## config.mk

```make
export PLATFORM = sky130hd
export DESIGN_NAME = tcw_front
export DESIGN_NICKNAME = d
export VERILOG_FILES = /design/src/rtl/core/tcw_pkg.sv /design/src/rtl/core/tcw_front.sv
export SDC_FILE = /design/constraint.sdc
export NUM_CORES = 1
export LEC_CHECK = 0
export BUFFER_PORTS_ARGS = -buffer_cell sky130_fd_sc_hd__buf_2
export CORE_AREA = 2 2 39 41
export DETAILED_ROUTE_END_ITERATION = 8
export DIE_AREA = 0 0 41 43
export PLACE_DENSITY_LB_ADDON = 0.1
export SETUP_SLACK_MARGIN = 0.2
export SLEW_MARGIN = 20
export SYNTH_ARGS = -nofsm -noshare
export SYNTH_HDL_FRONTEND = slang
export SYNTH_SLANG_ARGS = --single-unit
```

## constraint.sdc

```tcl
create_clock -name vclk -period 2.88
set_input_delay 0.576 -clock vclk [all_inputs]
set_output_delay 0.576 -clock vclk [all_outputs]
set_load 0.01 [all_outputs]
```

## src/rtl/core/tcw_pkg.sv

```systemverilog
`default_nettype none
// ----------------------------------------------------------------------------
// Text console character writer package
// Shared geometry constants, character codes, item types and control types.
// ----------------------------------------------------------------------------
package tcw_pkg;

  // Screen geometry
  localparam int COLUMNS   = 80;
  localparam int ROWS      = 25;
  localparam int TAB_WIDTH = 8;
  localparam int CELLS     = COLUMNS * ROWS;

  // Derived widths
  localparam int CW   = $clog2(COLUMNS);      // column register
  localparam int RW   = (ROWS > 1) ? $clog2(ROWS) : 1;  // row register
  localparam int AW   = $clog2(CELLS);        // screen address
  localparam int CNTW = $clog2(CELLS + 1);    // sweep counter, reaches CELLS
  localparam int IDX_W = 11;                  // cell and cursor index fields
  localparam int PW   = (AW > IDX_W) ? AW : IDX_W;

  // Intake queue
  localparam int QUEUE_DEPTH = 2;
  localparam int QPW = (QUEUE_DEPTH > 1) ? $clog2(QUEUE_DEPTH) : 1;
  localparam int QCW = $clog2(QUEUE_DEPTH + 1);

  // Character codes
  localparam logic [7:0] CH_BS     = 8'h08;
  localparam logic [7:0] CH_TAB    = 8'h09;
  localparam logic [7:0] CH_LF     = 8'h0A;
  localparam logic [7:0] CH_CR     = 8'h0D;
  localparam logic [7:0] CH_SPACE  = 8'h20;
  localparam logic [7:0] RESET_ATTR = 8'h0F;
  localparam logic [15:0] RESET_BLANK = {RESET_ATTR, CH_SPACE};

  // Configuration register indexes
  localparam logic CFG_ATTRIBUTE = 1'b0;
  localparam logic CFG_LOCKED    = 1'b1;

  typedef enum logic [1:0] {
    REQ_PUT   = 2'd0,
    REQ_MARK  = 2'd1,
    REQ_CLEAR = 2'd2,
    REQ_READ  = 2'd3
  } req_t;

  typedef struct packed {
    req_t             req_type;
    logic [7:0]       char_code;
    logic [IDX_W-1:0] cell_index;
  } in_item_t;

  typedef struct packed {
    logic [IDX_W-1:0] cursor_index;
    logic [15:0]      cell_data;
  } out_item_t;

  typedef enum logic [3:0] {
    OP_NOP,
    OP_PRINT,
    OP_BS,
    OP_TAB,
    OP_CR,
    OP_LF,
    OP_MARK,
    OP_CLEAR,
    OP_READ
  } op_kind_t;

  typedef struct packed {
    op_kind_t         kind;
    logic [7:0]       ch;
    logic [IDX_W-1:0] idx;
  } op_t;

  typedef struct packed {
    logic valid;
    op_t  op;
  } push_t;

  typedef struct packed {
    logic init_busy;
  } status_t;

  typedef enum logic [1:0] {
    ST_FILL,
    ST_COPY,
    ST_IDLE,
    ST_EMIT
  } state_t;

endpackage
`default_nettype wire

```

## src/rtl/core/tcw_front.sv

```systemverilog
`default_nettype none
// ----------------------------------------------------------------------------
// Text console front end
// Accepts request items and classifies them into screen operations.
// ----------------------------------------------------------------------------
module tcw_front (
  input  wire logic              in_valid,
  output logic                   in_stall,
  input  wire tcw_pkg::in_item_t in_data,
  input  wire logic              locked,
  input  wire tcw_pkg::status_t  status,
  input  wire logic              q_ready,
  output tcw_pkg::push_t         push
);
  import tcw_pkg::*;

  op_t op;

  // Hold intake while the queue is full or the power-up clear runs
  assign in_stall = !q_ready || status.init_busy;

  always_comb begin
    op.kind = OP_NOP;
    op.ch   = in_data.char_code;
    op.idx  = in_data.cell_index;
    unique case (in_data.req_type)
      REQ_PUT: begin
        priority if (locked)                   op.kind = OP_NOP;
        else if (in_data.char_code == CH_BS)   op.kind = OP_BS;
        else if (in_data.char_code == CH_TAB)  op.kind = OP_TAB;
        else if (in_data.char_code == CH_CR)   op.kind = OP_CR;
        else if (in_data.char_code == CH_LF)   op.kind = OP_LF;
        else if (in_data.char_code >= CH_SPACE) op.kind = OP_PRINT;
        else                                   op.kind = OP_NOP;
      end
      REQ_MARK:  op.kind = OP_MARK;
      REQ_CLEAR: op.kind = OP_CLEAR;
      REQ_READ:  op.kind = OP_READ;
      default:   op.kind = OP_NOP;
    endcase
  end

  assign push.valid = in_valid && !in_stall;
  assign push.op    = op;

endmodule
`default_nettype wire

```

Yosys cells after proc, flatten, opt, wreduce, memory -nomap -nowiden. Index checks and enable logic that the tools add are counted.

Logic and storage cells: 20. Output and inout bits: 25. Register bits after elaboration: 0. Bits of input ports: 25.

Equality and inequality tests: 7. Multiplexer cells: 7. $lt $le $gt $ge: 1. Reduce and logical (&&, ||, !) cells: 5.

Operators by type and width (number): 8-bit by 4-bit == test with 1-bit output (second input constant) (4); 4-bit one-hot mux with 4 select lines (1); 3-bit 2-to-1 mux (5); 8-bit by 6-bit >= comparator with 1-bit output (second input constant) (1); 2-bit == test (second input constant) (2); 2-bit by 1-bit == test with 1-bit output (second input constant) (1); 1-bit logical NOT (2); 2-bit logical NOT (1); 1-bit logical AND (1); 1-bit logical OR (1); 1-bit 2-to-1 mux (1).

Logic depth before layout (Yosys ltp). Gate-level depths: netlist of the first run.

Depth after elaboration: 8. Depth in mapped cells: 5. Depth with buffers taken out: 5.

Worst setup path after synthesis of the first run. OpenSTA, ideal clock, no wires.

Path type: input-to-output. From: input port in_data[19] (netlist name). To: output port push[20] (netlist name). Stages: 5. Path slack: 0.275 ns. Required time: 2.304 ns. Arrival time: 2.029 ns. Buffers on the path: 0. Cells stage by stage: inv_1 -> ha_1 -> or4b_1 -> or4b_1 -> o31ai_2.

RTL lines: start: declaration (RTL line tcw_front.sv:9) `input wire tcw_pkg::in_item_t in_data,`; end: declaration (RTL line tcw_front.sv:13) `output tcw_pkg::push_t push`.

==> results of run 1 <==
==> power by group through the flow <==
stage,Combinational [mW],Clock (mW),Sequential (mW)
floorplan,0.0424,0,0
global placement,0.0458,0,0
detailed placement,0.0450,0,0
CTS,0.0529,0,0
global route,0.0585,0,0
finish,0.0521,0,0
==> logic make-up (layout without fill, tap and decap cells) <==
family / after synthesis / in the layout / share of synthesized area, %
AOI/OAI and AO/OA: 5 / 5 / 11.86
adders and majority gates: 3 / 3 / 12.71
and+or+nand+nor: 9 / 9 / 20.34
xor gates and xnor gates: 1 / 1 / 2.967
buffers and inverters: 22 / 34 / 52.12
==> cell type report <==
cell class                      count  area (sq um)
Tap cell                           16         20.02
Timing Repair Buffer               31         178.9
Multi-Input combinational cell     18         161.4
Fill cell                         154          1007
Inverter                            3         16.27
==> timing repair <==
action | 4_1_cts | 5_1_grt
setup endpoints to repair | 2 | 2
setup buffers | 2 | 0
pin swaps | 3 | 2
resized for setup | 12 | 0
==> cell usage after synthesis (all sizes together) <==
| cell type | number |
|---|---|
| nand2b | 2 |
| xor2 | 1 |
| or4b | 2 |
| o31ai | 1 |
| ha | 3 |
| a211oi | 1 |
| and3b | 1 |
| buf | 19 |
| a21oi | 2 |
| nor2 | 3 |
| o21ai | 1 |
| nor3b | 1 |
| inv | 3 |
==> metrics by stage <==
| stage | util, % | hold slack [ns] |
|---|---|---|
| finish | 27.22 | 1.152 |
| global placement | 23.15 | 1.152 |
| global route | 27.22 | 1.152 |
| detailed placement | 23.15 | 1.152 |
| floorplan | - | 1.214 |
| CTS | 27.22 | 1.152 |
==> final timing paths <==
| kind | from | to | slack, ns | depth (start not counted) |
|---|---|---|---|---|
| hold / removal | in_data[9] | push[9] | 1.15 | 0 |
| setup / recovery | in_data[20] | push[20] | 0.17 | 7 |
==> metal layers <==
metal	vias to the layer above	share of wire (%)
met3	0	18
met5	-	0
met2	22	52
li1	136	-
met4	0	0
met1	114	30
==> metrics.md, run 1 <==
| Metric | Value |
|---|---|
| RSZ-0062 raised after global routing | `true` |
| Slew Viols, Final | `0` |
| Final worst slack | `about 0.17 ns` |
| Crit path launch type | `input pin` |
| WP buf/inv | `3` |
| Clock Buffer Count | `0` |
| CP Max Fanout | `2` |
| Max frequency | `0.3693 GHz` |
| Class of the worst hold path | `input pin to output pin` |
| Met1 global-route usage | `approximately 7.3%` |
| Commonest non-fill, non-tap cells in the layout | `buf_2, nor2_1, buf_4` |
| DR vias | `~270` |
| Initial core utilization | `between 20% and 30%` |
| Run status | `completed` |
| P_sw | `between 0.02 and 0.025 mW` |
| Vias in the first global route | `around 230` |
| Seq_cells | `0` |
| Seq pwr share | `0%` |
| GR peak layer | `met2` |
| Largest area contributor in the netlist | `buf_4` |
| Placed Area | `320.3 sq um` |
| Crit Path Class | `input pin to output pin` |
| I/O pin count | `50` |
| Detailed Route WL | `712 microns` |
| Antenna Cells | `0` |
| GPL Wtd Cong | `approximately 0.57` |
| Global routing met3 resource utilization | `around 2.6%` |
| Sequential area share after synthesis | `0%` |
| MaxCap Viol Count | `0` |
| Number of cells after detailed placement | `66` |
| # hold bufs at CTS | `0` |
| Ys Warns | `0` |
| Share of the synthesized area in the top cell type | `between 40% and 50%` |
| Syn_nets | `roughly 70` |
| Crit-path leading delay family | `simple AND/OR/NAND/NOR gates` |
| Crit-path cells | `buf_8 -> inv_4 -> ha_4 -> or4b_4 -> or4b_4 -> o31ai_2 -> buf_2` |
| Final Net Count | `82` |
| Core area | `~1400 sq um` |
| Cell row count | `14` |
| Overall power consumption | `0.05209 mW` |
| Slew margin rel. | `about nine tenths` |
| Vias per Instance | `approximately 4.0` |
| Pre-CTS WS | `about 0.052 ns` |
| Post-layout min period | `~2.7 ns` |
| Residual DRC | `0` |
| CP Data Required Time | `2.30 ns` |
| Largest net degree at the start of global routing | `6` |
| DR WL/cell | `around 10 microns` |
| Die width | `slightly above 40 microns` |
| Comb power frac | `100.0%` |
| Setup tns final | `0 ns` |
| Endpoints failing hold | `0` |
| Antenna-violating nets left | `0` |
| Largest cells by area after synthesis | `buf_4, ha_1, or4b_1, nand2b_1, o31ai_2` |
| Register area | `0 sq um` |
| Pwr/cell area | `about 140 nW/um^2` |
| Crit. End Element | `output pin` |
| Worst slew pin tran | `0.1745 ns` |
| Synthesized area per cell | `7.382 sq um` |
| Port Buffer Count | `28` |
| First-pass GRT wire length | `about 1000 microns` |
| Switching Share | `between 40% and 50%` |
| M2 GR Usage | `roughly 15%` |
| Global route overflow | `0` |
| DIE AREA | `around 1800 sq um` |
| Pint | `0.02745 mW` |
| CP max stage delay | `around 0.51 ns` |
| Total leakage power | `roughly 0.21 nW` |
| Maximum VDD drop | `between 0.03 and 0.04 mV` |
| Initial antenna violation count | `0` |
| Post-synth cell types | `13` |
| CP most frequent cell | `or4b_4` |
| Clk network pwr share | `0%` |
| Final instance area | `approximately 380 sq um` |
| Pre-Repair DR Iteration Count | `4` |
| Most common cell after layout, fill and taps aside | `buf_2` |
| Tcrit/Tclk final | `94.01%` |
| Gate Count Post-Synth | `40` |
| Die height | `between 40 and 50 microns` |
| Fin cells | `roughly 70` |
| Share of layout cells above drive strength 1 | `71.15%` |
| Critical Path AT | `~2.1 ns` |
| Syn Std Cell Area | `about 300 sq um` |
| Slowest-stage cell, CP | `or4b_4` |
| GRT Util Overall | `under 10%` |
| Endpoints failing setup | `0` |
| Area Growth Syn to Fin | `27.54%` |
| Starting DRT DRC Count | `1` |
(Power assumes the default switching activity.)
==> run 2: changes to the inputs <==
SETUP_SLACK_MARGIN = 0.4   (was 0.2)
==> run 2 against run 1 <==
Cell area is 8.3% higher. Combinational power grew 11%. Highest routed layer unchanged. Total power grew 11%. First-iteration DRC count did not move.
==> metrics.md, run 2 (synthesized netlist as in run 1, its figures left out) <==
| Metric | Value |
|---|---|
| Run status | `completed` |
| Max frequency | `0.3679 GHz (-0.39%)` |
| Crit Path Class | `input pin to output pin` |
| CP Max Fanout | `2 (unchanged)` |
| Crit. End Element | `output pin` |
| Endpoints failing hold | `0 (unchanged)` |
| Final Net Count | `82 (unchanged)` |
| P_sw | `0.02778 mW (+13%)` |
| Final HPWL from detailed placement | `slightly below 600 microns` |
| Die width | `41 microns (unchanged)` |
| Worst slew pin tran | `0.2083 ns (+0.03382 ns)` |
| RSZ-0062 raised after global routing | `true` |
| Global route overflow | `0 (unchanged)` |
| MaxCap Viol Count | `0 (unchanged)` |
| Most common cell after layout, fill and taps aside | `buf_2` |
| CP most frequent cell | `or4b_4` |
| Pwr/cell area | `141.3 nW/um^2 (+2.2%)` |
| Residual DRC | `0 (unchanged)` |
| Port Buffer Count | `28 (unchanged)` |
| Final worst slack | `0.1619 ns (-0.01064 ns)` |
| First-pass GRT wire length | `807 microns (-21%)` |
| Initial core utilization | `21.34% (unchanged)` |
| Final Util | `29.48% (+2.3 points)` |
| GRT Util Overall | `5.994% (-1.7 points)` |
| I/O pin count | `50 (unchanged)` |
| Slowest-stage cell, CP | `or4b_4` |
| Starting DRT DRC Count | `1 (unchanged)` |
| DR vias | `292 (+7.4%)` |
| Area Growth Syn to Fin | `38.14%` |
| Comb power frac | `100.0% (about the same)` |
| Setup tns final | `0 ns (unchanged)` |
| Clock Buffer Count | `0 (unchanged)` |
| CP max stage delay | `0.52 ns (about the same)` |
| Vias in the first global route | `222 (-2.6%)` |
| Antenna Cells | `0 (unchanged)` |
| Critical Path AT | `2.14 ns (about the same)` |
| Total leakage power | `0.2184 nW (+3.9%)` |
| Antenna-violating nets left | `0 (unchanged)` |
| DR WL/cell | `9.662 microns (-7.7%)` |
| Seq pwr share | `0% (unchanged)` |
| Die height | `43 microns (unchanged)` |
| Core area | `1384 sq um (unchanged)` |
| CP Data Required Time | `2.30 ns (about the same)` |
| Initial antenna violation count | `0 (unchanged)` |
| Overall power consumption | `0.05765 mW (+11%)` |
| GPL Wtd Cong | `0.5803 (+1.0%)` |
| # fillers | `160 (+3.9%)` |
| Vias per Instance | `4.294 (+7.4%)` |
| Crit path launch type | `input pin` |
| Clk network pwr share | `0% (unchanged)` |
| Endpoints failing setup | `0 (unchanged)` |
| Detailed Route WL | `657 microns (-7.7%)` |
| Share of layout cells above drive strength 1 | `73.08% (+1.9 points)` |
| Class of the worst hold path | `input pin to output pin` |
| Commonest non-fill, non-tap cells in the layout | `buf_2, nor2_1, buf_4` |
| DIE AREA | `1763 sq um (unchanged)` |
| Slew Viols, Final | `0 (unchanged)` |
| Multi-input gate area | `173.9 sq um (+7.8%)` |
| Seq_cells | `0 (unchanged)` |
| Final hold slack | `1.152 ns (+0.00007000 ns)` |
| Tcrit/Tclk final | `94.38% (+0.37 points)` |
| Slew margin rel. | `86.03% (-2.3 points)` |
| Maximum VDD drop | `0.03933 mV (+13%)` |
| Pre-CTS WS | `0.01160 ns (-0.04007 ns)` |
| # hold bufs at CTS | `0 (unchanged)` |
| Crit-path cells | `buf_8 -> inv_8 -> ha_4 -> or4b_4 -> or4b_4 -> o31ai_4 -> buf_2` |
| Register area | `0 sq um (unchanged)` |
| Switching Share | `48.20% (+0.90 points)` |
| Largest net degree at the start of global routing | `6 (unchanged)` |
| Post-layout min period | `2.718 ns (+0.01064 ns)` |
| Pre-Repair DR Iteration Count | `2 (-2)` |
| Pint | `0.02986 mW (+8.8%)` |
| Cell row count | `14 (unchanged)` |
-- run 2: area by class of cell --
cell class / count / share of cell area, %
Inverter: 3 / 7.669
Multi-Input combinational cell: 18 / 42.64
Tap cell: 16 / 4.908
Timing Repair Buffer: 31 / 44.79
-- run 2: power groups by stage --
stage / logic [mW] / clock network, mW / registers, mW
2_1_floorplan: 0.0477 / 0 / 0
3_3_place_gp: 0.0544 / 0 / 0
3_5_place_dp: 0.0545 / 0 / 0
4_1_cts: 0.0588 / 0 / 0
5_1_grt: 0.0630 / 0 / 0
6_report: 0.0576 / 0 / 0
-- run 2: repair_timing --
item,in CTS,in global routing
cloned,0,0
pin swaps,4,0
buffers inserted,1,0
setup endpoints to repair,2,2
gates resized for setup,6,0
-- run 2: routing by layer --
metal  routed length (microns)  global-route usage (%)  vias to the layer above
met1                       253                   6.329                      131
li1                          -                       -                      139
met5                         0                       0                        -
met2                       317                   11.25                       22
met3                        86                   2.094                        0
met4                         0                       0                        0
-- run 2: per-stage QoR --
stage                     std cells  area, sq um
after floorplan                  40        347.8
after global placement           67        380.4
after detailed placement         67        380.4
after CTS                        68        407.9
after global routing             68        407.9
final                            68        407.9
-- run 2: critical path, delay by kind of cell --
kind                     cells  cell delay, ns
AND/OR/NAND/NOR              2            0.97
buffers and inverters        3            0.30
AO/OA/AOI/OAI                1            0.17
adder cells (fa/ha/maj)      1            0.12
-- run 2: final timing paths --
| check | start | end | slack (ns) | cells past startpoint |
|---|---|---|---|---|
| max | in_data[19] | push[20] | 0.16 | 7 |
| min | in_data[10] | push[10] | 1.15 | 0 |
==> run 3: changes to the inputs <==
ABC_AREA = 1   (was default)
CELL_PAD_IN_SITES_DETAIL_PLACEMENT = 2   (was default)
CELL_PAD_IN_SITES_GLOBAL_PLACEMENT = 2   (was default)
CORE_AREA = 2 2 49 73   (was 2 2 39 41)
DIE_AREA = 0 0 51 75   (was 0 0 41 43)
==> run 3 against run 2 <==
First-iteration DRC count fell by 100%. Count of clock-buffer cells in the layout unchanged. Critical path depth increased by 3. Core utilization decreased by 16 points. Setup slack gained 0.61 ns. Maximum frequency is 29% higher. Synthesized area up 25%. Flip-flop and latch count unchanged. Global-route usage is 0.49 points lower. Final cell count up 71%. Non-clock buffer count fell by 3. Largest cell class is now multi-input gates. Largest power group unchanged.
==> metrics.md, run 3 <==
| Metric | Value |
|---|---|
| CP most frequent cell | `inv_1` |
| Final instance area | `415.4 sq um (+1.8%)` |
| Post-layout min period | `2.110 ns (-0.6082 ns)` |
| Clock Buffer Count | `0 (unchanged)` |
| Crit-path cells | `buf_2 -> inv_1 -> ha_1 -> inv_1 -> nor2_1 -> inv_1 -> nor2_1 -> nand2_1 -> nand2_1 -> buf_2` |
| Pint | `0.02128 mW (-29%)` |
| Post-synth cell types | `12 (-1)` |
| Port Buffer Count | `28 (unchanged)` |
| CP max stage delay | `0.15 ns (-0.37 ns)` |
| Detailed Route WL | `1096 microns (+67%)` |
| Metal-1 WL | `354 microns (+40%)` |
| Gate Count Post-Synth | `67 (+68%)` |
| Vias per Instance | `3.310 (-23%)` |
| Most common cell after layout, fill and taps aside | `buf_2` |
| Switching Share | `57.70% (+9.5 points)` |
| Worst Setup SP | `in_data[19]` |
| Wire length on met3 | `95 microns (+10%)` |
| Seq_cells | `0 (unchanged)` |
| # hold bufs at CTS | `0 (unchanged)` |
| Max frequency | `0.4739 GHz (+29%)` |
| Register area | `0 sq um (unchanged)` |
| Sequential area share after synthesis | `0% (unchanged)` |
| GPL Wtd Cong | `0.6391 (+10%)` |
| RSZ-0062 raised after global routing | `false` |
| Hold Startpoint | `in_data[10]` |
| WP buf/inv | `5 (+2)` |
| Die width | `51 microns (+24%)` |
| DR WL met2 | `646 microns (+100%)` |
| Cell row count | `25 (+11)` |
| Comb power frac | `100.0% (about the same)` |
| Top sig layer | `met3` |
| DR vias | `384 (+32%)` |
| Pre-Repair DR Iteration Count | `1 (-1)` |
| Crit. End Element | `output pin` |
| Tcrit/Tclk final | `73.26% (-21 points)` |
| Setup tns final | `0 ns (unchanged)` |
| Critical Path AT | `1.53 ns (-0.61 ns)` |
| Post-synth top cells | `buf_4, nand2_1, inv_1, nor2_1, inv_2` |
| Core area | `3159 sq um (+130%)` |
| Post-CTS Setup Inserts | `0 (-1)` |
| Share of the synthesized area in the top cell type | `38.78% (-9.5 points)` |
| Syn Std Cell Area | `367.9 sq um (+25%)` |
| Overall power consumption | `0.05031 mW (-13%)` |
| Slew margin rel. | `89.61% (+3.6 points)` |
| Residual DRC | `0 (unchanged)` |
| Count leader, synth | `buf_4` |
| DR WL/cell | `9.448 microns (-2.2%)` |
| Placed Area | `415.4 sq um (+9.2%)` |
| Crit Path Class | `input pin to output pin` |
| Maximum VDD drop | `0.02539 mV (-35%)` |
| Seq pwr share | `0% (unchanged)` |
| Antenna-violating nets left | `0 (unchanged)` |
| Largest area contributor in the netlist | `buf_4` |
| Area Growth Syn to Fin | `12.92%` |
| MaxCap Viol Count | `0 (unchanged)` |
| Crit-path leading delay family | `buffers and inverters` |
| Hold path depth | `0 (unchanged)` |
| Global route overflow | `0 (unchanged)` |
| Starting DRT DRC Count | `0 (-1)` |
| CP Max Fanout | `3 (+1)` |
| First-pass GRT wire length | `1662 microns (+110%)` |
| Crit path launch type | `input pin` |
| DIE AREA | `3825 sq um (+120%)` |
| Syn_nets | `95 (+40%)` |
| Final HPWL from detailed placement | `1049 microns (+77%)` |
| Initial core utilization | `11.64% (-9.7 points)` |
| End of the worst hold path | `push[10]` |
| Slew Viols, Final | `0 (unchanged)` |
| Final hold slack | `1.152 ns (-0.00008000 ns)` |
| I/O pin count | `50 (unchanged)` |
| CP Data Required Time | `2.30 ns (about the same)` |
| Slowest-stage cell, CP | `nor2_1` |
| GRT Util Overall | `5.501% (-0.49 points)` |
| Endpoints failing setup | `0 (unchanged)` |
| Final Net Count | `106 (+29%)` |
| Vias in the first global route | `413 (+86%)` |
| Resize count post-CTS | `0 (-6)` |
| Run status | `completed` |
| Commonest non-fill, non-tap cells in the layout | `buf_2, nand2_1, inv_1, nor2_1, inv_2` |
| P_sw | `0.02903 mW (+4.5%)` |
| Class of the worst hold path | `input pin to output pin` |
| Largest cells by area after synthesis | `buf_4, nand2_1, ha_1, inv_1, nor2_1` |
| Clk network pwr share | `0% (unchanged)` |
| Pwr/cell area | `121.1 nW/um^2 (-14%)` |
| Endpoints failing hold | `0 (unchanged)` |
| Die height | `75 microns (+74%)` |
| Share of layout cells above drive strength 1 | `46.05% (-27 points)` |
| Initial antenna violation count | `0 (unchanged)` |
| Ys Warns | `0 (unchanged)` |
| Antenna Cells | `0 (unchanged)` |
| Largest net degree at the start of global routing | `6 (unchanged)` |
| Synthesized area per cell | `5.490 sq um (-26%)` |
| Total leakage power | `0.2537 nW (+16%)` |
| Worst slew pin tran | `0.1553 ns (-0.05297 ns)` |
-- run 3: cell types whose count changed after synthesis, sizes merged, moves of 2 or more --
cell / delta
nor2: +7
nand3: +3
nand2b: -2
a21oi: -2
inv: +10
or4b: -2
nand2: +16
-- run 3: cell type report --
cell class,instances,area (sq um)
inverter,13,48.80
tap,40,50.05
fill,401,2744
multi-input combinational,35,176.4
timing repair buffer,28,140.1
-- run 3: worst max-delay path by stage --
stage	endpoint	slack (ns)	depth (start not counted)
floorplan	push[19]	1.07	8
global placement	push[21]	0.73	10
detailed placement	push[19]	0.71	10
CTS	push[19]	0.71	10
global route	push[19]	0.55	10
finish	push[19]	0.77	10
-- run 3: power groups by stage --
stage	sequential, mW	clock, mW	combinational (mW)
6_report	0	0	0.0503
3_3_place_gp	0	0	0.0520
2_1_floorplan	0	0	0.0468
5_1_grt	0	0	0.0575
3_5_place_dp	0	0	0.0525
4_1_cts	0	0	0.0527
-- run 3: metrics by stage --
step / util (%) / worst slack (ns) / std cells
after detailed placement: 13.15 / 0.7136 / 116
after floorplan: - / 1.071 / 67
after CTS: 13.15 / 0.7122 / 116
after global placement: 13.15 / 0.7313 / 116
after global routing: 13.15 / 0.5521 / 116
final: 13.15 / 0.7701 / 116
-- run 3: logic make-up after synthesis --
logic type / after synthesis / synth area share, %
buffers and inverters: 32 / 52.04
adder cells (fa/ha/maj): 3 / 10.21
AO/OA/AOI/OAI: 2 / 2.721
AND/OR/NAND/NOR: 30 / 35.04
-- run 3: routing by layer --
layer  vias to the layer above  GRT usage (%)
met2                        19          13.28
met1                       170          4.556
met5                         -              0
li1                        195              -
met3                         0         0.3968
met4                         0         0.6006
