<file path="config.mk">
export PLATFORM = sky130hd
export DESIGN_NAME = tcw_queue
export DESIGN_NICKNAME = d
export VERILOG_FILES = /design/src/rtl/core/tcw_pkg.sv /design/src/rtl/core/tcw_queue.sv
export SDC_FILE = /design/constraint.sdc
export NUM_CORES = 1
export LEC_CHECK = 0
export ABC_AREA = 1
export ABC_CLOCK_PERIOD_IN_PS = 2100
export CAP_MARGIN = 20
export CORE_MARGIN = 2
export CORE_UTILIZATION = 45
export DETAILED_ROUTE_END_ITERATION = 12
export DONT_BUFFER_PORTS = 1
export PLACE_DENSITY = 0.59
export SYNTH_ARGS = -nofsm -noshare
export SYNTH_HDL_FRONTEND = slang
export SYNTH_SLANG_ARGS = --single-unit
</file>
<file path="constraint.sdc">
create_clock -name clk -period 2.1 [get_ports clk]
set_input_delay 0.105 -clock clk [delete_from_list [all_inputs] [get_ports clk]]
set_output_delay 0.105 -clock clk [all_outputs]
set_load 0.02 [all_outputs]
</file>
<file path="src/rtl/core/tcw_pkg.sv">
`default_nettype none
// ----------------------------------------------------------------------------
// Text console character writer package
// Shared geometry constants, character codes, item types and control types.
// ----------------------------------------------------------------------------
package tcw_pkg;

  // Screen geometry
  localparam int COLUMNS   = 80;
  localparam int ROWS      = 25;
  localparam int TAB_WIDTH = 8;
  localparam int CELLS     = COLUMNS * ROWS;

  // Derived widths
  localparam int CW   = $clog2(COLUMNS);      // column register
  localparam int RW   = (ROWS > 1) ? $clog2(ROWS) : 1;  // row register
  localparam int AW   = $clog2(CELLS);        // screen address
  localparam int CNTW = $clog2(CELLS + 1);    // sweep counter, reaches CELLS
  localparam int IDX_W = 11;                  // cell and cursor index fields
  localparam int PW   = (AW > IDX_W) ? AW : IDX_W;

  // Intake queue
  localparam int QUEUE_DEPTH = 2;
  localparam int QPW = (QUEUE_DEPTH > 1) ? $clog2(QUEUE_DEPTH) : 1;
  localparam int QCW = $clog2(QUEUE_DEPTH + 1);

  // Character codes
  localparam logic [7:0] CH_BS     = 8'h08;
  localparam logic [7:0] CH_TAB    = 8'h09;
  localparam logic [7:0] CH_LF     = 8'h0A;
  localparam logic [7:0] CH_CR     = 8'h0D;
  localparam logic [7:0] CH_SPACE  = 8'h20;
  localparam logic [7:0] RESET_ATTR = 8'h0F;
  localparam logic [15:0] RESET_BLANK = {RESET_ATTR, CH_SPACE};

  // Configuration register indexes
  localparam logic CFG_ATTRIBUTE = 1'b0;
  localparam logic CFG_LOCKED    = 1'b1;

  typedef enum logic [1:0] {
    REQ_PUT   = 2'd0,
    REQ_MARK  = 2'd1,
    REQ_CLEAR = 2'd2,
    REQ_READ  = 2'd3
  } req_t;

  typedef struct packed {
    req_t             req_type;
    logic [7:0]       char_code;
    logic [IDX_W-1:0] cell_index;
  } in_item_t;

  typedef struct packed {
    logic [IDX_W-1:0] cursor_index;
    logic [15:0]      cell_data;
  } out_item_t;

  typedef enum logic [3:0] {
    OP_NOP,
    OP_PRINT,
    OP_BS,
    OP_TAB,
    OP_CR,
    OP_LF,
    OP_MARK,
    OP_CLEAR,
    OP_READ
  } op_kind_t;

  typedef struct packed {
    op_kind_t         kind;
    logic [7:0]       ch;
    logic [IDX_W-1:0] idx;
  } op_t;

  typedef struct packed {
    logic valid;
    op_t  op;
  } push_t;

  typedef struct packed {
    logic init_busy;
  } status_t;

  typedef enum logic [1:0] {
    ST_FILL,
    ST_COPY,
    ST_IDLE,
    ST_EMIT
  } state_t;

endpackage
`default_nettype wire

</file>
<file path="src/rtl/core/tcw_queue.sv">
`default_nettype none
// ----------------------------------------------------------------------------
// Text console operation queue
// Short FIFO that decouples classification from execution.
// ----------------------------------------------------------------------------
module tcw_queue (
  input  wire logic           clk,
  input  wire logic           rst,
  input  wire tcw_pkg::push_t push,
  output logic                ready,
  input  wire logic           pop,
  output logic                head_valid,
  output tcw_pkg::op_t        head
);
  import tcw_pkg::*;

  op_t            entries [QUEUE_DEPTH];
  logic [QPW-1:0] wr_ptr;
  logic [QPW-1:0] rd_ptr;
  logic [QCW-1:0] count;
  logic           do_push;
  logic           do_pop;

  assign ready      = count < QCW'(QUEUE_DEPTH);
  assign head_valid = count != '0;
  assign head       = entries[rd_ptr];
  assign do_push    = push.valid && ready;
  assign do_pop     = pop && head_valid;

  function automatic logic [QPW-1:0] bump(input logic [QPW-1:0] p);
    bump = (p == QPW'(QUEUE_DEPTH - 1)) ? '0 : QPW'(p + 1'b1);
  endfunction

  always_ff @(posedge clk) begin
    if (do_push) begin
      entries[wr_ptr] <= push.op;
    end
  end

  always_ff @(posedge clk) begin
    if (rst) begin
      wr_ptr <= '0;
      rd_ptr <= '0;
      count  <= '0;
    end else begin
      if (do_push) wr_ptr <= bump(wr_ptr);
      if (do_pop)  rd_ptr <= bump(rd_ptr);
      if (do_push && !do_pop)      count <= count + 1'b1;
      else if (do_pop && !do_push) count <= count - 1'b1;
    end
  end

  a_count_bound: assert property (@(posedge clk) disable iff (rst)
    count <= QCW'(QUEUE_DEPTH))
    else $error("queue count beyond depth");

  a_push_room: assert property (@(posedge clk) disable iff (rst)
    push.valid |-> count < QCW'(QUEUE_DEPTH))
    else $error("push offered to a full queue");

endmodule
`default_nettype wire

</file>
== After elaboration in Yosys (flattened, before gate mapping) ==
Memories as Yosys holds them, arrays and structs flattened. A register that Yosys moved wholly into a read port is not among the register bits.
Cells that the tools add are included.

* RAM bits: 46
* Flip-flop bits (word level): 4
* Memories: 1
* Input bits: 27
* Word-level logic and storage cells: 25

* $lt $le $gt $ge: 1
* Add/subtract/negate cells: 4
* Multiplexer cells: 8
* Reduce and logical (&&, ||, !) cells: 8

{| class="wikitable"
|+ Memories
! name !! depth !! width !! rd ports !! clocked after memory_dff !! write ports !! RTL line !! source
|-
| entries || 2 || 23 || 1 || 1 || 1 || tcw_queue.sv:17 || <nowiki>op_t entries [QUEUE_DEPTH];</nowiki>
|}

{| class="wikitable"
|+ Operator list
! kind !! count
|-
| 1-bit 2-to-1 mux || 6
|-
| 1-bit logical AND || 4
|-
| 2-bit 2-to-1 mux || 2
|-
| 2-bit nonzero test || 2
|-
| 1-bit adder (second input constant) || 2
|-
| 2-bit by 1-bit adder with 2-bit output (second input constant) || 1
|-
| 1-bit logical NOT || 2
|-
| 2-bit < comparator (second input constant) || 1
|-
| 2-bit by 1-bit subtractor with 2-bit output (second input constant) || 1
|}

== Longest topological paths before layout ==
Gate-level depths: netlist of the first run.

* Word-level depth: 6
* Mapped depth: 10
* Depth with buffers taken out: 10

== Worst setup path before layout of the first run ==
No wires, ideal clock.

* Kind: flip-flop to flip-flop
* From: register count[1]
* To: memory entries[1][0] in the netlist's numbering (enable)
* Stages on the path, launching flop included: 4
* Setup slack: 0.071 ns
* Setup time: 0.404 ns
* Arrival: 1.625 ns
* Data required time: 1.696 ns
* Cell sequence: dfxtp_1 -> inv_1 -> nand2_1 -> nor2_1

* Word-level cells in the longest chain between the ends: 4

{| class="wikitable"
|+ RTL lines
! element !! RTL line !! source
|-
| from (decl) || tcw_queue.sv:20 || <nowiki>logic [QCW-1:0] count;</nowiki>
|-
| from (signal assigned) || tcw_queue.sv:48 || <nowiki>if (do_push && !do_pop) count <= count + 1'b1;</nowiki>
|-
| from (signal assigned) || tcw_queue.sv:49 || <nowiki>else if (do_pop && !do_push) count <= count - 1'b1;</nowiki>
|-
| 2-bit < comparator || tcw_queue.sv:24 || <nowiki>assign ready = count < QCW'(QUEUE_DEPTH);</nowiki>
|-
| via ready || tcw_queue.sv:10 || <nowiki>output logic ready,</nowiki>
|-
| 1-bit logical AND || tcw_queue.sv:27 || <nowiki>assign do_push = push.valid && ready;</nowiki>
|-
| 1-bit 2-to-1 mux || tcw_queue.sv:35 || <nowiki>if (do_push) begin</nowiki>
|-
| 1-bit 2-to-1 mux (implied by the code) || tcw_queue.sv:36 || <nowiki>entries[wr_ptr] <= push.op;</nowiki>
|-
| to (decl) || tcw_queue.sv:17 ||
|}

The timed path passes the listed nets, and every way through them passes these cells.

== Worst setup path in the final report of the first run ==
* From: register count[1]
* To: register count[1]

* Word-level cells in the longest chain between the ends: 5
* Elaborated cells on any way between the ends: 13
* Classes of those cells: 2 x add/sub; 1 x order compare; 2 x mux; 8 x reduce/logical

{| class="wikitable"
|+ RTL lines
! element !! RTL line
|-
| 2-bit < comparator * || tcw_queue.sv:24
|-
| via ready || tcw_queue.sv:10
|-
| 1-bit logical AND * || tcw_queue.sv:27
|-
| 1-bit logical NOT || tcw_queue.sv:49
|-
| 1-bit logical AND || tcw_queue.sv:49
|-
| 2-bit nonzero test (no line) || n/a
|}

Mark *: on every way through the listed nets, which the timed path passes. The rest lies on a longest branch. The select of a mux whose other input is x is not followed.
A chain may end at the register's enable or synchronous reset.

==> results of run 1 <==
[through the flow]
step | total power [mW] | util (%) | setup WS, ps | instances | cell area [sq um]
floorplan | 1.989 | - | 71.18 | 106 | 1894
global placement | 2.095 | 49.25 | 638.9 | 160 | 1984
detailed placement | 2.122 | 49.25 | 546.5 | 160 | 1984
CTS | 2.676 | 57.55 | 526.1 | 193 | 2318
global route | 2.792 | 57.55 | 345.9 | 193 | 2318
finish | 2.648 | 57.55 | 537.3 | 193 | 2318
[registers in the layout, summed over array words and instances (netlist names), named ones only]
| signal | cells |
|---|---|
| rd_ptr | 1 |
| wr_ptr | 1 |
| count | 2 |
| entries | 46 |
[kinds of logic after synthesis]
group / share of synthesized area (%)
compound gates: 0.7924
simple gates: 3.897
mux: 13.67
fa+ha+maj: 0.6604
flops: 78.20
buf+inv: 2.774
[worst max-delay path: cells and delay by family (launching register included)]
kind / cells / cell delay (ps)
adder cells (fa/ha/maj): 1 / 320
buffers and inverters: 3 / 260
flip-flops: 1 / 340
AND/OR/NAND/NOR: 5 / 590
[power groups by stage]
stage	Combinational, mW	Clock (mW)	Sequential [mW]
final	0.785	0.518	1.35
after global routing	0.864	0.566	1.36
after CTS	0.798	0.531	1.35
after detailed placement	0.751	0	1.37
after global placement	0.734	0	1.36
after floorplan	0.622	0	1.37
[area by class of cell]
class	instances	area [sq um]
fillers	347	1710
flip-flops and latches	51	1481
multi-input cells	45	365.4
repair buffers	31	295.3
clock buffers	5	68.82
well taps	50	62.56
inverters	8	30.03
clock inverters	3	15.01
[cell usage in the layout (no fill, tap or decap)]
master,count
a21oi_1,2
buf_4,6
clkbuf_8,5
clkinv_1,2
clkinvlp_4,1
dfxtp_1,5
dlygate4sd3_1,25
edfxtp_1,46
ha_1,1
inv_1,8
mux2_2,23
nand2_1,8
nand3_1,2
nand4_1,1
nor2_1,4
nor2_2,2
nor3_1,1
o21ai_0,1
[what timing repair did]
action,in CTS,in global routing
setup buffers,0,0
hold buffers,25,0
hold endpoints to repair,50,0
[worst max path at each step]
stage,endpoint,slack [ps],cells after the start
after floorplan,entries[1][0],70,3
after global placement,count[1],640,9
after detailed placement,count[1],550,9
after CTS,count[1],530,9
after global routing,count[1],350,9
final,count[1],540,9
[routing by layer]
layer | track usage (%) | vias to the layer above | share of wire [%]
met4 | 5.882 | 0 | 1.5
li1 | - | 462 | -
met2 | 23.44 | 28 | 52
met3 | 4.708 | 5 | 6.2
met1 | 15.51 | 450 | 40
met5 | 0 | - | 0
==> out/results.env, run 1 <==
RUN_STATUS='finished, final reports clean'
VIA_COUNT=945
SYNTH_EDF_COUNT=46
VIAS_PER_CELL=4.896
RR_STARTPOINT='count[1]'
DETAIL_ROUTE.WIRELENGTH_MM=2.951
AREA_GROWTH_PCT=22.39
FINAL_HOLD_VIO_COUNT=0
R2R_SLACK_PS=540
CTS_BUFFERS=5
MAXIMUM_FANOUT_COUNT_ALONG_THE_CRITICAL_PATH=4
WORSTHOLDENDPOINT='rd_ptr'
ANTENNA_VIOLATING_NETS_POST_ROUTE=0
NUMBER_OF_REMAINING_DRC_ERRORS=0
R2R-END='count[1]'
WORST_HOLD_PATH.NUM_CELLS=3
SYNTH_CELL_TYPE_COUNT=13
FINALSETUPVIOLCOUNT=0
DIE_HEIGHT_UM=68.88
WORST_SLEW_PIN_SLEW_PS=276.8
POWER-PER-CELL-AREA_nW_PER_UM2=1142
DIODES=0
POWER.IR.VDD_WORST_mV=0.5824
DRV_SLEW=0
POWER.SHARE.SEQUENTIAL_PCT=50.8
GLOBALROUTETOTALUTIL_PCT=13.67
CRITICAL_PATH_REQUIRED_PS=2340
LARGEST_NET_DEGREE_AT_THE_START_OF_GLOBAL_ROUTING=16
CTS.SINK_COUNT=51
GRT_OVERFLOW=0
SETUP_TNS_AFTER_FINAL_LAYOUT_PS=0
TRITONCTS='built'
YOSYSWARNINGS=0
ANTENNA_FOUND_INITIAL=0
SYNTHESIS.INSTANCES=106
CTS-RESIZED-GATES=0
LAYOUT_MIN_CYCLE_TIME_PS=1563
P_SW_uW=851.3
SYNTHMOSTINSTANTIATEDCELL='edfxtp_1'
DRT_FIRST_PASS_ITERS=3
MAX_CAP_VIOL_COUNT=0
PATH_CELLS='inv_1, nand2_1, nand2_1, ha_1, inv_1, nand3_1, nand2_1, inv_1, nor2_1'
WORST_SLEW_MARGIN_REL_PCT=81.50
CLK_PIN_SLEW_PS=80
YS_SEQ_AREA_SHARE_PCT=78.20
CRITICAL_PATH_LAUNCH_POINT_TYPE='flip-flop'
AVGSYNTHCELLAREA_SQ_UM=17.87
FF_TO_FF_PATH_DEPTH=9
CLK-INSERTION-DELAY-LATE_PS=290
CRIT_START='count[1]'
POSTSYNTHREGISTERBITS=51
SHARE_OF_CELLS_ABOVE_DRIVE_STRENGTH_1_PCT=25.87
CRITICALPATHCATEGORY='reg -> reg'
FINAL_WORST_PATH_PERIOD_SHARE_PCT=74.42
DETAIL_ROUTE.WL_PER_CELL_UM=15.29
WORST_PATH_MAX_DELAY_CELL='dfxtp_1'
FINALCLOCKSKEW_PS=2.473
LEAKAGEPOWER_nW=0.8148
RSZ_0062_RAISED_AFTER_GLOBAL_ROUTING='false'
MAPPEDNETLISTNETS=134
ROUTABILITYCONGESTION=0.6871
INTERNAL_POWER_mW=1.797
ITER_0_DRT_VIOLATIONS=49
CTSLONGESTPATHBUFFERS=2
SYNTHARSTFLOPSHARE_PCT=0
DIEWIDTH_UM=68.88
WORST_EP_ARRIVAL_TIME_PS=1800
SYNTH.AREA.TOP_CELLS='edfxtp_1 73%, mux2_2 14%, dfxtp_1 5.3%'
GRT_PASS1_VIAS=967
ROWS=23
FLOORPLAN.DIE_AREA_SQ_UM=4744
CLOCK_TREE.HTREE_LEVEL_COUNT=2
IO_BUFFER_COUNT=0
SYNTH_TOP_AREA_SHARE_PCT=72.92
WORSTSETUPENDPOINTTYPE='flip-flop'
WORST_HOLD_PATH_TYPE='in -> reg'
DP_HPWL_MM=1.939
GRT_PASS1_WL_MM=4.416
NNETSFINAL=170
HOLD_PATH.STARTPOINT='pop'
NETLIST.TOP_CELL.BY_AREA='edfxtp_1'
WORST_PATH_LARGEST_CELL_DELAY_PS=340
SYNTH_CELL_AREA_SQ_UM=1894
PORTS_PLACED_ON_THE_BOUNDARY=52
HOLD-WORST-SLACK_PS=25.86
POWER.COMBINATIONAL.FRACTION_PCT=29.6
SWITCHING_SHARE_OF_POWER_PCT=32.14
SYNTH_TOP_FLOP_CELL='edfxtp_1'
MAX_CLOCK_FREQ_MHz=639.9
P_CLK_SHARE_PCT=19.6
FLOORPLAN.INITIALDENSITY_PCT=47.02
PLACEABLECOREAREA_SQ_UM=4029
CLOCKROOTBUFFER='clkbuf_8'
SYNTH_COMMON_CELLS='46 x edfxtp_1, 23 x mux2_2, 8 x inv_1, 8 x nand2_1, 6 x nor2_1'
Power figures use the tool's default switching activity.
==> run 2, diff against run 1 <==
--- a/config.mk
+++ b/config.mk
@@ -5,8 +5,8 @@
 export SDC_FILE = /design/constraint.sdc
 export NUM_CORES = 1
 export LEC_CHECK = 0
-export ABC_AREA = 1
-export ABC_CLOCK_PERIOD_IN_PS = 2100
+export ABC_AREA = 0
+export ABC_CLOCK_PERIOD_IN_PS = 1500
 export CAP_MARGIN = 20
 export CORE_MARGIN = 2
 export CORE_UTILIZATION = 45
==> constraint.sdc (replaced) <==
create_clock -name clk -period 1.5 [get_ports clk]
set_input_delay 0.075 -clock clk [delete_from_list [all_inputs] [get_ports clk]]
set_output_delay 0.075 -clock clk [all_outputs]
set_load 0.02 [all_outputs]
==> run 2 against run 1 <==
The run now ends with hold timing left. Largest cell class unchanged. Global-route usage is 0.64 points lower. Sequential power is 42% higher. Register-to-register slack worse by 510 ps. Die area is 1.2% lower. Combinational power is 50% higher. Flip-flop and latch count stayed put. Power is 44% higher. Final cell count is 6.7% lower. Maximum frequency is 6.1% higher. Routed wire length is 5.7% lower. Hold slack worse by 190 ps.
==> out/results.env, run 2 <==
RUN_STATUS='complete, but fails checks'
FAILED_CHECKS='hold timing'
PORTS_PLACED_ON_THE_BOUNDARY=52  # unchanged
FLOORPLAN.DIE_AREA_SQ_UM=4685  # -1.2%
POWER-PER-CELL-AREA_nW_PER_UM2=1657  # +45%
VIA_COUNT=895  # -5.3%
PLACEABLECOREAREA_SQ_UM=4000  # -0.71%
LAYOUT.CELLS.MOST_COMMON='edfxtp_1'
CRIT_START='count[1]'
GRT_OVERFLOW=0  # unchanged
POWER.IR.VDD_WORST_mV=1.030  # +77%
SYNTH.AREA.TOP_CELLS='edfxtp_1 74%, mux2_2 14%, dfxtp_1 5.4%'
MAPPEDNETLISTNETS=122  # -9.0%
SYNTH_TOP_FLOP_CELL='edfxtp_1'
MAX_CAP_VIOL_COUNT=0  # unchanged
LAYOUT_MIN_CYCLE_TIME_PS=1473  # -89.63 ps
HOLD_PATH.STARTPOINT='rst'
WORST_SLEW_PIN_SLEW_PS=304.4  # +27.60 ps
FINAL_HOLD_VIO_COUNT=5  # +5
POSTSYNTHREGISTERBITS=51  # unchanged
CLOCK_TREE.HTREE_LEVEL_COUNT=2  # unchanged
CRITICAL_PATH_REQUIRED_PS=1720  # -620 ps
MAX_CLOCK_FREQ_MHz=678.8  # +6.1%
LARGEST_NET_DEGREE_AT_THE_START_OF_GLOBAL_ROUTING=24  # +8
SYNTH_EDF_COUNT=46  # unchanged
CLK_PIN_SLEW_PS=80  # about the same
DRT_FIRST_PASS_ITERS=4  # +1
CTS.SINK_COUNT=51  # unchanged
SYNTH_CELL_AREA_SQ_UM=1869  # -1.3%
WORST_EP_ARRIVAL_TIME_PS=1690  # -110 ps
WORSTSETUPENDPOINTTYPE='flip-flop'
CRITICAL_PATH_LAUNCH_POINT_TYPE='flip-flop'
CRITICALPATHCATEGORY='reg -> reg'
LEAKAGEPOWER_nW=0.7868  # -3.4%
VIAS_PER_CELL=4.972  # +1.5%
DRV_SLEW=0  # unchanged
GRT_PASS1_VIAS=915  # -5.4%
LARGEST_REGISTER='entries'
R2R-END='count[1]'
POSTCTSHOLDBUFS=23  # -8.0%
ANTENNA_FOUND_INITIAL=0  # unchanged
MAXIMUM_FANOUT_COUNT_ALONG_THE_CRITICAL_PATH=6  # +2
CLK-INSERTION-DELAY-LATE_PS=290  # about the same
POST-ROUTE-CELL-AREA_SQ_UM=2306  # -0.54%
IO_BUFFER_COUNT=0  # unchanged
ITER_0_DRT_VIOLATIONS=36  # -27%
CLOCKROOTBUFFER='clkbuf_8'
GLOBALROUTETOTALUTIL_PCT=13.03  # -0.64 points
YOSYSWARNINGS=0  # unchanged
SYNTH_CELL_TYPE_COUNT=16  # +3
SHARE_OF_CELLS_ABOVE_DRIVE_STRENGTH_1_PCT=32.31  # +6.4 points
FINAL_WORST_PATH_PERIOD_SHARE_PCT=98.21  # +24 points
ANTENNA_VIOLATING_NETS_POST_ROUTE=0  # unchanged
WORST_HOLD_PATH.NUM_CELLS=1  # -2
DIODES=0  # unchanged
LARGEST_REGISTERS='entries (46), count (2)'
SYNTH_TOP_AREA_SHARE_PCT=73.90  # +0.98 points
DETAIL_ROUTE.WL_PER_CELL_UM=15.46  # +1.1%
FINALCLOCKSKEW_PS=3.379  # +0.9068 ps
R2R_SLACK_PS=30  # -510 ps
RR_STARTPOINT='count[1]'
GRT_PASS1_WL_MM=4.167  # -5.6%
DIEWIDTH_UM=68.45  # -0.62%
FILLERINSTANCES=327  # -5.8%
FLOORPLAN.INITIALDENSITY_PCT=46.73  # -0.29 points
HOLD-WORST-SLACK_PS=-163.6  # -189.4 ps
SYNTH_COMMON_CELLS='46 x edfxtp_1, 23 x mux2_2, 5 x dfxtp_1'
DETAIL_ROUTE.WIRELENGTH_MM=2.782  # -5.7%
FINALWORSTSETUPSLACK_PS=26.90  # -510.4 ps
FF_TO_FF_PATH_DEPTH=5  # -4
LARGEST_REGISTER_FF_COUNT=46  # unchanged
NETLIST.TOP_CELL.BY_AREA='edfxtp_1'
WORSTHOLDENDPOINT='count[1]'
CTS_BUFFERS=5  # unchanged
NUMBER_OF_REMAINING_DRC_ERRORS=0  # unchanged
SYNTHMOSTINSTANTIATEDCELL='edfxtp_1'
PLACEDINSTANCEAREA_SQ_UM=1978  # -0.31%
ROUTABILITYCONGESTION=0.6118  # -11%
DP_HPWL_MM=1.943  # +0.20%
WORST_SLEW_MARGIN_REL_PCT=79.70  # -1.8 points
FINALSETUPVIOLCOUNT=0  # unchanged
WORST_HOLD_PATH_TYPE='in -> reg'
AREA_GROWTH_PCT=23.36
PLACE_WS_PS=-30.66  # -577.2 ps
TRITONCTS='built'
RSZ_0062_RAISED_AFTER_GLOBAL_ROUTING='true'
ROWS=23  # unchanged
CTSLONGESTPATHBUFFERS=2  # unchanged
YS_SEQ_AREA_SHARE_PCT=79.25  # +1.0 points
SYNTHARSTFLOPSHARE_PCT=0  # unchanged
DIE_HEIGHT_UM=68.45  # -0.62%
COMMONEST_CELLS_AFTER_ROUTING_FILL_AND_TAPS_ASIDE='46 x edfxtp_1, 23 x mux2_2, 23 x dlygate4sd3_1'
NNETSFINAL=157  # -7.6%
AVGSYNTHCELLAREA_SQ_UM=19.89  # +11%
SYNTHESIS.INSTANCES=94  # -11%
-- run 2: cell count changes in the layout (fill, tap and decap cells not counted), sizes merged, moves of 2 or more --
cell	change
clkbuf	+2
dlygate4sd3	-2
inv	-7
nand2	-8
nand3	-2
nor2	-2
xor2	+3
-- run 2: where the power goes --
group,internal [mW],switching (mW)
sequential,1.84,0.0856
clock,0.327,0.389
combinational,0.470,0.713
-- run 2: worst max path at each step --
stage,slack (ps),cells after the start,endpoint
after global placement,60,2,entries[1][4]
final,30,5,count[1]
after CTS,-7,4,count[1]
after detailed placement,-30,4,count[1]
after global routing,-30,5,count[1]
after floorplan,80,4,count[1]
-- run 2: critical path, stage by stage, from the launching register on --
cell and delay, ps:
dfxtp_2 370, and2b_2 260, ha_4 160, xor2_1 140
or3_1 320, a21oi_1 150
-- run 2: per-layer routing --
metal / up-vias / wire length (um) / global-route usage [%]
met2: 31 / 1422 / 22.00
met4: 0 / 56 / 6.750
met5: - / 0 / 0
li1: 425 / - / -
met1: 432 / 1123 / 13.94
met3: 7 / 179 / 5.263
-- run 2: layout make-up --
class | count | area, sq um | share of cell area, %
Inverter | 1 | 3.754 | 0.1628
Multi-Input combinational cell | 40 | 392.9 | 17.04
Clock buffer | 7 | 76.32 | 3.310
Timing Repair Buffer | 30 | 282.8 | 12.26
Tap cell | 50 | 62.56 | 2.713
Sequential cell | 51 | 1483 | 64.30
Clock inverter | 1 | 5.005 | 0.2170
-- run 2: metrics by stage --
step / TNS, ps / hold WS, ps / total power, mW / instances / util [%]
floorplan: 0 / 144.1 / 2.845 / 94 / -
global placement: 0 / 146.0 / 3.037 / 149 / 49.45
detailed placement: -30.66 / 151.2 / 3.077 / 149 / 49.45
CTS: -7.445 / -172.3 / 3.857 / 180 / 57.27
global route: -349.4 / -187.5 / 4.034 / 180 / 57.65
finish: 0 / -163.6 / 3.820 / 180 / 57.65
-- run 2: logic make-up (layout without fill, tap and decap cells) --
kind of cell	count (synthesis)	in the layout	synth area share, %
buffers and inverters	3	39	1.004
adders and majority gates	1	1	0.6692
xor gates and xnor gates	4	4	1.875
and+or+nand+nor	9	9	2.544
AOI/OAI and AO/OA	3	3	0.8030
DFF	51	51	79.25
muxes	23	23	13.86
-- run 2: what timing repair did --
action | CTS | global route
gates resized for setup | 2 | 3
endpoints found under the setup margin | 1 | 24
hold endpoints to repair | 51 | 5
setup buffers | 0 | 0
